==> config.mk <==
export PLATFORM = sky130hd
export DESIGN_NAME = tick_driven_job_scheduler
export DESIGN_NICKNAME = d
export VERILOG_FILES = /design/src/rtl/core/tds_pkg.sv /design/src/rtl/core/tds_cell.sv /design/src/rtl/core/tick_driven_job_scheduler.sv
export SDC_FILE = /design/constraint.sdc
export NUM_CORES = 2
export LEC_CHECK = 0
export BUFFER_PORTS_ARGS = -buffer_cell sky130_fd_sc_hd__buf_2
export CELL_PAD_IN_SITES_DETAIL_PLACEMENT = 1
export CELL_PAD_IN_SITES_GLOBAL_PLACEMENT = 2
export CORE_MARGIN = 2
export CORE_UTILIZATION = 42
export DETAILED_ROUTE_END_ITERATION = 8
export PLACE_DENSITY_LB_ADDON = 0.1
export SKIP_LAST_GASP = 1
export SYNTH_ARGS = -nofsm -noshare
export SYNTH_HDL_FRONTEND = slang
export SYNTH_SLANG_ARGS = --single-unit
==> constraint.sdc <==
create_clock -name clk -period 6.15 [get_ports clk]
set_input_delay 1.23 -clock clk [delete_from_list [all_inputs] [get_ports clk]]
set_output_delay 1.23 -clock clk [all_outputs]
set_load 0.005 [all_outputs]
==> src/rtl/core/tds_pkg.sv <==
// tds_pkg: shared types and constants for the tick driven job scheduler
// no dependencies; imported by every file under rtl/core
package tds_pkg;

    localparam int JOB_SLOTS_DEF   = 8;
    localparam int TIME_BITS_DEF   = 16;
    localparam int SLOT_BITS_DEF   = $clog2(JOB_SLOTS_DEF);
    localparam int CNT_BITS_DEF    = $clog2(JOB_SLOTS_DEF + 1);

    localparam int ACTION_W        = 2;
    localparam int SLOT_W          = 3;
    localparam int TIME_W          = 16;
    localparam int POLICY_W        = 2;
    localparam int QUANTUM_W       = 8;
    localparam int CFG_INDEX_W     = 1;
    localparam int CFG_DATA_W      = 8;

    localparam logic [ACTION_W-1:0] ACT_LOAD   = 2'd0;
    localparam logic [ACTION_W-1:0] ACT_TICK   = 2'd1;
    localparam logic [ACTION_W-1:0] ACT_REWIND = 2'd2;

    localparam logic [POLICY_W-1:0] POL_FIFO = 2'd0;
    localparam logic [POLICY_W-1:0] POL_SJF  = 2'd1;
    localparam logic [POLICY_W-1:0] POL_STCF = 2'd2;
    localparam logic [POLICY_W-1:0] POL_RR   = 2'd3;

    localparam logic [CFG_INDEX_W-1:0] CFG_POLICY  = 1'd0;
    localparam logic [CFG_INDEX_W-1:0] CFG_QUANTUM = 1'd1;

    localparam logic [QUANTUM_W-1:0] QUANTUM_RESET = 8'd5;

    typedef enum logic [1:0] {
        ST_IDLE,
        ST_PREP,
        ST_SCAN,
        ST_FINISH
    } tds_state_t;

    typedef struct packed {
        logic [ACTION_W-1:0] action;
        logic [SLOT_W-1:0]   slot;
        logic [TIME_W-1:0]   arrival_time;
        logic [TIME_W-1:0]   job_duration;
    } tds_in_t;

    typedef struct packed {
        logic [SLOT_W-1:0] running_slot;
        logic              busy_res;
        logic              finished;
        logic              all_done;
        logic [TIME_W-1:0] time_now;
    } tds_out_t;

    // link between neighboring cells, default widths
    typedef struct packed {
        logic                     found;
        logic [TIME_BITS_DEF-1:0] key;
        logic [SLOT_BITS_DEF-1:0] slot;
        logic [TIME_BITS_DEF-1:0] rem;
        logic                     cur_ready;
        logic [TIME_BITS_DEF-1:0] cur_rem;
        logic [CNT_BITS_DEF-1:0]  count;
    } tds_link_t;

    // broadcast from the sequencer to all cells, default widths
    typedef struct packed {
        logic [POLICY_W-1:0]      policy;
        logic [TIME_BITS_DEF-1:0] now;
        logic                     has_cur;
        logic [SLOT_BITS_DEF-1:0] cur_slot;
        logic                     load;
        logic                     rewind;
        logic                     run;
        logic                     requeue;
        logic [SLOT_BITS_DEF-1:0] slot;
        logic [TIME_BITS_DEF-1:0] arrival;
        logic [TIME_BITS_DEF-1:0] duration;
        logic [TIME_BITS_DEF-1:0] requeue_key;
    } tds_bcast_t;

endpackage

==> src/rtl/core/tds_cell.sv <==
// tds_cell: one job slot of the scheduler chain, holds the slot state and
// folds it into the best-candidate link passed on to the next cell; uses tds_pkg
module tds_cell
    import tds_pkg::*;
#(
    parameter int  TIME_BITS = TIME_BITS_DEF,
    parameter int  SLOT_BITS = SLOT_BITS_DEF,
    parameter int  CNT_BITS  = CNT_BITS_DEF,
    parameter int  CELL_ID   = 0,
    parameter type link_t    = tds_link_t,
    parameter type bcast_t   = tds_bcast_t
)
(
    input  logic   clk,
    input  logic   rst_n,
    input  bcast_t bcast,
    input  link_t  link_in,
    output link_t  link_out
);

    logic [TIME_BITS-1:0] arrival_reg;
    logic [TIME_BITS-1:0] loaded_reg;
    logic [TIME_BITS-1:0] remain_reg;
    logic [TIME_BITS-1:0] qkey_reg;
    link_t                link_reg;

    logic [TIME_BITS-1:0] arrival_next;
    logic [TIME_BITS-1:0] loaded_next;
    logic [TIME_BITS-1:0] remain_next;
    logic [TIME_BITS-1:0] qkey_next;
    link_t                link_next;

    logic                 mine;
    logic                 ready;
    logic                 is_cur;
    logic [TIME_BITS-1:0] own_key;

    assign mine   = (bcast.slot == SLOT_BITS'(CELL_ID));
    assign ready  = (arrival_reg <= bcast.now) && (remain_reg != '0);
    assign is_cur = bcast.has_cur && (bcast.cur_slot == SLOT_BITS'(CELL_ID));

    always_comb
    begin
        case (bcast.policy)
            POL_FIFO: own_key = arrival_reg;
            POL_RR:   own_key = qkey_reg;
            default:  own_key = remain_reg;
        endcase
    end

    always_comb
    begin
        link_next = link_in;
        if (ready && (!link_in.found || (own_key < link_in.key)))
        begin
            link_next.found = 1'b1;
            link_next.key   = own_key;
            link_next.slot  = SLOT_BITS'(CELL_ID);
            link_next.rem   = remain_reg;
        end
        if (is_cur && ready)
        begin
            link_next.cur_ready = 1'b1;
            link_next.cur_rem   = remain_reg;
        end
        link_next.count = link_in.count + CNT_BITS'(remain_reg != '0);
    end

    always_comb
    begin
        arrival_next = arrival_reg;
        loaded_next  = loaded_reg;
        remain_next  = remain_reg;
        qkey_next    = qkey_reg;
        if (bcast.load && mine)
        begin
            arrival_next = bcast.arrival;
            loaded_next  = bcast.duration;
            remain_next  = bcast.duration;
            qkey_next    = bcast.arrival;
        end
        else if (bcast.rewind)
        begin
            remain_next = loaded_reg;
            qkey_next   = arrival_reg;
        end
        else if (bcast.run && mine)
        begin
            remain_next = remain_reg - TIME_BITS'(1);
            if (bcast.requeue)
            begin
                qkey_next = bcast.requeue_key;
            end
        end
    end

    always_ff @(posedge clk or negedge rst_n)
    begin
        if (!rst_n)
        begin
            arrival_reg <= '0;
            loaded_reg  <= '0;
            remain_reg  <= '0;
            qkey_reg    <= '0;
            link_reg    <= '0;
        end
        else
        begin
            arrival_reg <= arrival_next;
            loaded_reg  <= loaded_next;
            remain_reg  <= remain_next;
            qkey_reg    <= qkey_next;
            link_reg    <= link_next;
        end
    end

    assign link_out = link_reg;

endmodule

==> src/rtl/core/tick_driven_job_scheduler.sv <==
// tick_driven_job_scheduler: top level, sequencer plus a chain of tds_cell slots
// depends on tds_pkg and tds_cell
//
// usage:
//   request channel: present a request on request and raise start; it is taken
//   at a rising edge where start is high and busy is low. busy stays high
//   while the request is worked on.
//   result channel: one result per request, shown on result for exactly one
//   cycle with done high. the receiver cannot stall, so it must take it then.
//   config port: cfg_we, cfg_index, cfg_data write policy (index 0) or quantum
//   (index 1) at once; write only while busy is low and no result is pending.
// request flow:
//   each request passes through a prep state that applies a load or rewind,
//   a scan state in which the selection ripples down the cell chain, and a
//   finish state that applies the tick; done follows in the next cycle.
//   a new request can be taken in the cycle done is high.
// reset:
//   rst_n clears time, all slots, the current job, policy to fifo and quantum
//   to five.
module tick_driven_job_scheduler
    import tds_pkg::*;
#(
    parameter int JOB_SLOTS = JOB_SLOTS_DEF,
    parameter int TIME_BITS = TIME_BITS_DEF
)
(
    input  logic                   clk,
    input  logic                   rst_n,
    input  logic                   start,
    output logic                   busy,
    input  tds_in_t                request,
    output logic                   done,
    output tds_out_t               result,
    input  logic                   cfg_we,
    input  logic [CFG_INDEX_W-1:0] cfg_index,
    input  logic [CFG_DATA_W-1:0]  cfg_data
);

    localparam int SLOT_BITS = $clog2(JOB_SLOTS);
    localparam int CNT_BITS  = $clog2(JOB_SLOTS + 1);
    localparam logic [SLOT_BITS-1:0] LAST_CELL = SLOT_BITS'(JOB_SLOTS - 1);

    typedef struct packed {
        logic                 found;
        logic [TIME_BITS-1:0] key;
        logic [SLOT_BITS-1:0] slot;
        logic [TIME_BITS-1:0] rem;
        logic                 cur_ready;
        logic [TIME_BITS-1:0] cur_rem;
        logic [CNT_BITS-1:0]  count;
    } chain_link_t;

    typedef struct packed {
        logic [POLICY_W-1:0]  policy;
        logic [TIME_BITS-1:0] now;
        logic                 has_cur;
        logic [SLOT_BITS-1:0] cur_slot;
        logic                 load;
        logic                 rewind;
        logic                 run;
        logic                 requeue;
        logic [SLOT_BITS-1:0] slot;
        logic [TIME_BITS-1:0] arrival;
        logic [TIME_BITS-1:0] duration;
        logic [TIME_BITS-1:0] requeue_key;
    } chain_bcast_t;

    tds_state_t           state_reg,    state_next;
    logic [SLOT_BITS-1:0] scan_cnt_reg, scan_cnt_next;
    tds_in_t              req_reg,      req_next;
    logic [TIME_W-1:0]    time_reg,     time_next;
    logic [TIME_BITS-1:0] clock_reg,    clock_next;
    logic [SLOT_BITS-1:0] cur_slot_reg, cur_slot_next;
    logic                 has_cur_reg,  has_cur_next;
    logic [QUANTUM_W-1:0] slice_reg,    slice_next;
    logic                 done_reg,     done_next;
    tds_out_t             result_reg,   result_next;
    logic [POLICY_W-1:0]  policy_reg;
    logic [QUANTUM_W-1:0] quantum_reg;

    chain_bcast_t         bcast;
    chain_link_t          links [JOB_SLOTS+1];
    chain_link_t          tail;

    logic [SLOT_BITS-1:0] load_slot;
    logic                 load_ok;
    logic [QUANTUM_W-1:0] q_eff;
    logic                 keep;
    logic                 chosen_ok;
    logic [SLOT_BITS-1:0] chosen;
    logic [TIME_BITS-1:0] chosen_rem;
    logic [QUANTUM_W-1:0] slice_new;
    logic                 fin;
    logic [TIME_BITS-1:0] time_inc;

    assign links[0] = '0;
    assign tail     = links[JOB_SLOTS];

    genvar gi;
    generate
        for (gi = 0; gi < JOB_SLOTS; gi++)
        begin : g_cell
            tds_cell #(
                .TIME_BITS (TIME_BITS),
                .SLOT_BITS (SLOT_BITS),
                .CNT_BITS  (CNT_BITS),
                .CELL_ID   (gi),
                .link_t    (chain_link_t),
                .bcast_t   (chain_bcast_t)
            ) u_cell (
                .clk      (clk),
                .rst_n    (rst_n),
                .bcast    (bcast),
                .link_in  (links[gi]),
                .link_out (links[gi+1])
            );
        end
    endgenerate

    assign load_slot = SLOT_BITS'(req_reg.slot);
    assign load_ok   = (int'(req_reg.slot) < JOB_SLOTS);
    assign q_eff     = (quantum_reg == '0) ? QUANTUM_W'(1) : quantum_reg;
    assign keep      = has_cur_reg && tail.cur_ready &&
                       ((policy_reg == POL_FIFO) || (policy_reg == POL_SJF) ||
                        ((policy_reg == POL_RR) && (slice_reg < q_eff)));
    assign chosen_ok  = keep || tail.found;
    assign chosen     = keep ? cur_slot_reg : tail.slot;
    assign chosen_rem = keep ? tail.cur_rem : tail.rem;
    assign slice_new  = (keep ? slice_reg : '0) + QUANTUM_W'(1);
    assign fin        = chosen_ok && (chosen_rem == TIME_BITS'(1));
    assign time_inc   = (clock_reg != '1) ? clock_reg + TIME_BITS'(1) : clock_reg;

    always_comb
    begin
        state_next    = state_reg;
        scan_cnt_next = scan_cnt_reg;
        req_next      = req_reg;
        time_next     = time_reg;
        clock_next    = clock_reg;
        cur_slot_next = cur_slot_reg;
        has_cur_next  = has_cur_reg;
        slice_next    = slice_reg;
        done_next     = 1'b0;
        result_next   = result_reg;

        bcast             = '0;
        bcast.policy      = policy_reg;
        bcast.now         = clock_reg;
        bcast.has_cur     = has_cur_reg;
        bcast.cur_slot    = cur_slot_reg;
        bcast.slot        = load_slot;
        bcast.arrival     = TIME_BITS'(req_reg.arrival_time);
        bcast.duration    = TIME_BITS'(req_reg.job_duration);
        bcast.requeue_key = time_inc;

        unique case (state_reg)
            ST_IDLE:
            begin
                if (start)
                begin
                    req_next   = request;
                    time_next  = TIME_W'(clock_reg);
                    state_next = ST_PREP;
                end
            end
            ST_PREP:
            begin
                case (req_reg.action)
                    ACT_LOAD:
                    begin
                        if (load_ok)
                        begin
                            bcast.load = 1'b1;
                            if (has_cur_reg && (cur_slot_reg == load_slot))
                            begin
                                has_cur_next = 1'b0;
                                slice_next   = '0;
                            end
                        end
                    end
                    ACT_REWIND:
                    begin
                        bcast.rewind = 1'b1;
                        clock_next   = '0;
                        has_cur_next = 1'b0;
                        slice_next   = '0;
                    end
                    default:
                    begin
                    end
                endcase
                scan_cnt_next = '0;
                state_next    = ST_SCAN;
            end
            ST_SCAN:
            begin
                if (scan_cnt_reg == LAST_CELL)
                begin
                    state_next = ST_FINISH;
                end
                else
                begin
                    scan_cnt_next = scan_cnt_reg + SLOT_BITS'(1);
                end
            end
            ST_FINISH:
            begin
                done_next                = 1'b1;
                result_next.running_slot = '0;
                result_next.busy_res     = 1'b0;
                result_next.finished     = 1'b0;
                result_next.all_done     = (tail.count == '0);
                result_next.time_now     = time_reg;
                if (req_reg.action == ACT_TICK)
                begin
                    clock_next = time_inc;
                    if (chosen_ok)
                    begin
                        bcast.run                = 1'b1;
                        bcast.slot               = chosen;
                        result_next.running_slot = SLOT_W'(chosen);
                        result_next.busy_res     = 1'b1;
                        result_next.finished     = fin;
                        result_next.all_done     =
                            (tail.count == (fin ? CNT_BITS'(1) : CNT_BITS'(0)));
                        cur_slot_next = chosen;
                        if (fin)
                        begin
                            has_cur_next = 1'b0;
                            slice_next   = '0;
                        end
                        else if ((policy_reg == POL_RR) && (slice_new >= q_eff))
                        begin
                            bcast.requeue = 1'b1;
                            has_cur_next  = 1'b0;
                            slice_next    = '0;
                        end
                        else
                        begin
                            has_cur_next = 1'b1;
                            slice_next   = slice_new;
                        end
                    end
                    else
                    begin
                        has_cur_next = 1'b0;
                        slice_next   = '0;
                    end
                end
                state_next = ST_IDLE;
            end
        endcase
    end

    always_ff @(posedge clk or negedge rst_n)
    begin
        if (!rst_n)
        begin
            state_reg    <= ST_IDLE;
            scan_cnt_reg <= '0;
            clock_reg    <= '0;
            cur_slot_reg <= '0;
            has_cur_reg  <= 1'b0;
            slice_reg    <= '0;
            done_reg     <= 1'b0;
        end
        else
        begin
            state_reg    <= state_next;
            scan_cnt_reg <= scan_cnt_next;
            clock_reg    <= clock_next;
            cur_slot_reg <= cur_slot_next;
            has_cur_reg  <= has_cur_next;
            slice_reg    <= slice_next;
            done_reg     <= done_next;
        end
    end

    always_ff @(posedge clk)
    begin
        req_reg    <= req_next;
        time_reg   <= time_next;
        result_reg <= result_next;
    end

    always_ff @(posedge clk or negedge rst_n)
    begin
        if (!rst_n)
        begin
            policy_reg  <= POL_FIFO;
            quantum_reg <= QUANTUM_RESET;
        end
        else if (cfg_we)
        begin
            unique case (cfg_index)
                CFG_POLICY:  policy_reg  <= cfg_data[POLICY_W-1:0];
                CFG_QUANTUM: quantum_reg <= cfg_data[QUANTUM_W-1:0];
            endcase
        end
    end

    assign busy   = (state_reg != ST_IDLE);
    assign done   = done_reg;
    assign result = result_reg;

endmodule

==> out/qor.csv <==
metric,value,unit
number of flip-flops in the largest register,427,
"most used cell, CP",ha_1,
Yosys warnings,0,
worst hold path type,reg2reg,
CTS tree,yes,
initial antenna violation count,7,
port buffer count,73,
Residual DRC,0,
CP max stage cell,o41ai_4,
Post-synth EDFFs,75,
height of the die,360,um
worst-path fanout max,18,
area of the die,0.130,mm2
RSZ-0062 raised after global routing,false,
Core Area,0.126,mm2
Clock transition at path regs,60,ps
Post-Syn Area per Cell,10.1,um2
Max clock buf depth,3,
Register Area,0.0269,mm2
Final Wtd Congestion,0.896,
Leakage Power,27.6,nW
H-Tree Level Count,4,
Final Hold Vio Count,0,
CP Capture Type,flip-flop,
DRT iter0 DRCs,3243,
layout cells sized above 1,0.165,
Yosys reg bits,1058,
CTS Root Cell,clkbuf_16,
max-slew violations,0,
# fillers,13700,
wire per inst,28.7,um
Ports,74,
post-synthesis sequential area ratio,0.504,
Post-synth ARST share,0.929,
setup TNS,0,ps
Rel. slew slack,0.0859,
top_reg_cell synth,dfrtp_1,
hpwl dp,141,mm
Required @ worst endpoint,6790,ps
die width,360,um
DRT Pass-1 Iters,8,
cts hold-fix bufs,0,
vias per inst,5.90,
status,"finished, final reports clean",
crit-path cells,"ha_1, a211oi_1, o21ai_1, a311o_1, nand2_2, nand2_1, inv_1, ha_1, and3_1, nand3_1, xor2_1, nor2_1, ha_1, a21oi_1, a21boi_0, o21ai_0, o31a_1, o41ai_4, buf_4, o221ai_4, mux2_1",
cell row count,130,
total power,32.5,mW
Starting Density,0.424,
Gate Count Post-Synth,5252,
Max stage delay on crit path,740,ps
Sink Count,1058,
multi-input logic area,0.0246,mm2
NumNets Final,5552,
Startpoint Class,flip-flop,
TritonCTS buffer count,130,
largest net degree at the start of global routing,157,
Antenna Nets Post-Route,0,
clk_skew,22.7,ps
overflow left after global routing,0,
PD cells,543,mW/mm2
DRT Wirelength,200,mm
DR vias,41100,
All-Layer GR Usage,0.309,
fmax,0.173,GHz
"Cell Area, Synth",0.0533,mm2
Synthesized Nets,5583,
"Clk Latency, worst-skew pair",770,ps
actual slew at the worst max-slew pin,1360,ps
vias in the first global route,42500,
Worst VDD drop,0.384,mV
Final period util,0.939,
CP Class,reg2reg,
"Area growth, synth to finish",12.4,%
Final Setup Violations,0,
Tmin final,5770,ps
max_cap viols,0,
first-pass GRT wire length,295,mm
Yosys cell types,88,
Worst EP arrival,6410,ps
## synth_stat cells, types with 56 or more instances
cell / instances / area, um2
dfrtp_1: 981 / 24500
nand2_1: 969 / 3640
mux2_2: 421 / 4740
o21ai_0: 314 / 1570
clkbuf_1: 286 / 1070
nor2_1: 284 / 1070
ha_1: 281 / 3520
a21oi_1: 241 / 1210
inv_1: 192 / 721
a22oi_1: 143 / 1070
edfxtp_1: 75 / 2250
o211ai_1: 73 / 548
xnor2_1: 72 / 631
nand3_1: 67 / 335
a21o_1: 58 / 435
a31oi_1: 56 / 350
nor3_1: 56 / 280
## metrics by stage
step                      cells  setup WS (ps)  instance area, um2  hold WS, ps   util
after floorplan            5252           1430               53300          400      -
after global placement     6737            355               55500          400  0.442
after CTS                  6968            191               59800          412  0.476
final                      6972            378               59900          409  0.476
after global routing       6970           19.2               59900          422  0.476
after detailed placement   6737            208               55500          406  0.442
## worst paths after layout
check / from / endpoint / slack [ps] / cells past startpoint
max: slice_reg[5] / g_cell[3].u_cell.qkey_reg[13] / 380 / 21
min: time_reg[0] / result[0] / 410 / 0
max reg2reg: slice_reg[5] / g_cell[3].u_cell.qkey_reg[13] / 380 / 21
min reg2reg: time_reg[0] / result[0] / 410 / 0
max in group asynchronous: rst_n / g_cell[1].u_cell.remain_reg[4] / 4150 / 2
min in group asynchronous: rst_n / g_cell[6].u_cell.link_out[56] / 520 / 1
## what timing repair did
| action | in CTS | in global routing |
|---|---|---|
| setup endpoints to repair | 0 | 80 |
| setup buffers | 0 | 2 |
| resized for setup | 0 | 4 |
## cell families after synthesis
logic type | Yosys count | share of synthesized area
AOI/OAI and AO/OA | 1175 | 0.144
DFF | 1058 | 0.504
muxes | 450 | 0.0951
xor gates and xnor gates | 108 | 0.0178
and+or+nand+nor | 1649 | 0.135
adders and majority gates | 281 | 0.0660
buffers and inverters | 531 | 0.0385
## worst max-delay path: cells and delay by family, from the launching register on
family                   cells  cell delay [ps]
XOR/XNOR                     1              160
buffers and inverters        2              330
AO/OA/AOI/OAI                9             2630
flip-flops                   1              450
multiplexers                 1              450
adder cells (fa/ha/maj)      3              880
AND/OR/NAND/NOR              5              710
## layout make-up
cell class / count / area share
multi-input cells: 3663 / 0.411
clock buffers: 192 / 0.0645
inverters: 192 / 0.0120
diodes: 2 / 0.0000836
clock inverters: 39 / 0.00694
flip-flops and latches: 1058 / 0.448
repair buffers: 176 / 0.0221
well taps: 1650 / 0.0345
## layer usage
| layer | part of all wire | GRT usage | wire length, um | vias to the layer above |
|---|---|---|---|---|
| li1 | - | - | - | 18500 |
| met3 | 0.046 | 0.0427 | 9240 | 300 |
| met1 | 0.44 | 0.418 | 88400 | 21300 |
| met4 | 0.037 | 0.113 | 7450 | 4 |
| met5 | 0.00012 | 0 | 24 | - |
| met2 | 0.47 | 0.505 | 94900 | 993 |
## where the power goes
part | switching (mW) | internal (mW) | leakage (nW)
Sequential | 2.66 | 9.53 | 13.5
Clock | 3.16 | 4.57 | 2.10
Combinational | 6.99 | 5.58 | 12.0
Total | 12.8 | 19.7 | 27.6
## cell usage in the layout, fill, tap and decap left out, types with 37 or more instances in the layout
cell type  Yosys  layout
a211oi_1      50      50
clkbuf_16      0     133
a22oi_1      143     143
o21a_1        40      40
o21ai_0      314     313
xnor2_1       72      72
nand3_1       67      66
a21oi_1      241     238
nor2b_1       37      37
nand4_1       41      41
inv_1        192     192
a21o_1        58      58
nand2_1      969     966
o211ai_1      73      73
nor3_1        56      54
edfxtp_1      75      75
mux2_2       421     421
a31oi_1       56      54
buf_2         26      72
nor2_1       284     271
a221o_1       38      38
dfrtp_1      981     981
ha_1         281     279
buf_4          3      89
No activity file was read; power rests on OpenSTA's default activity.
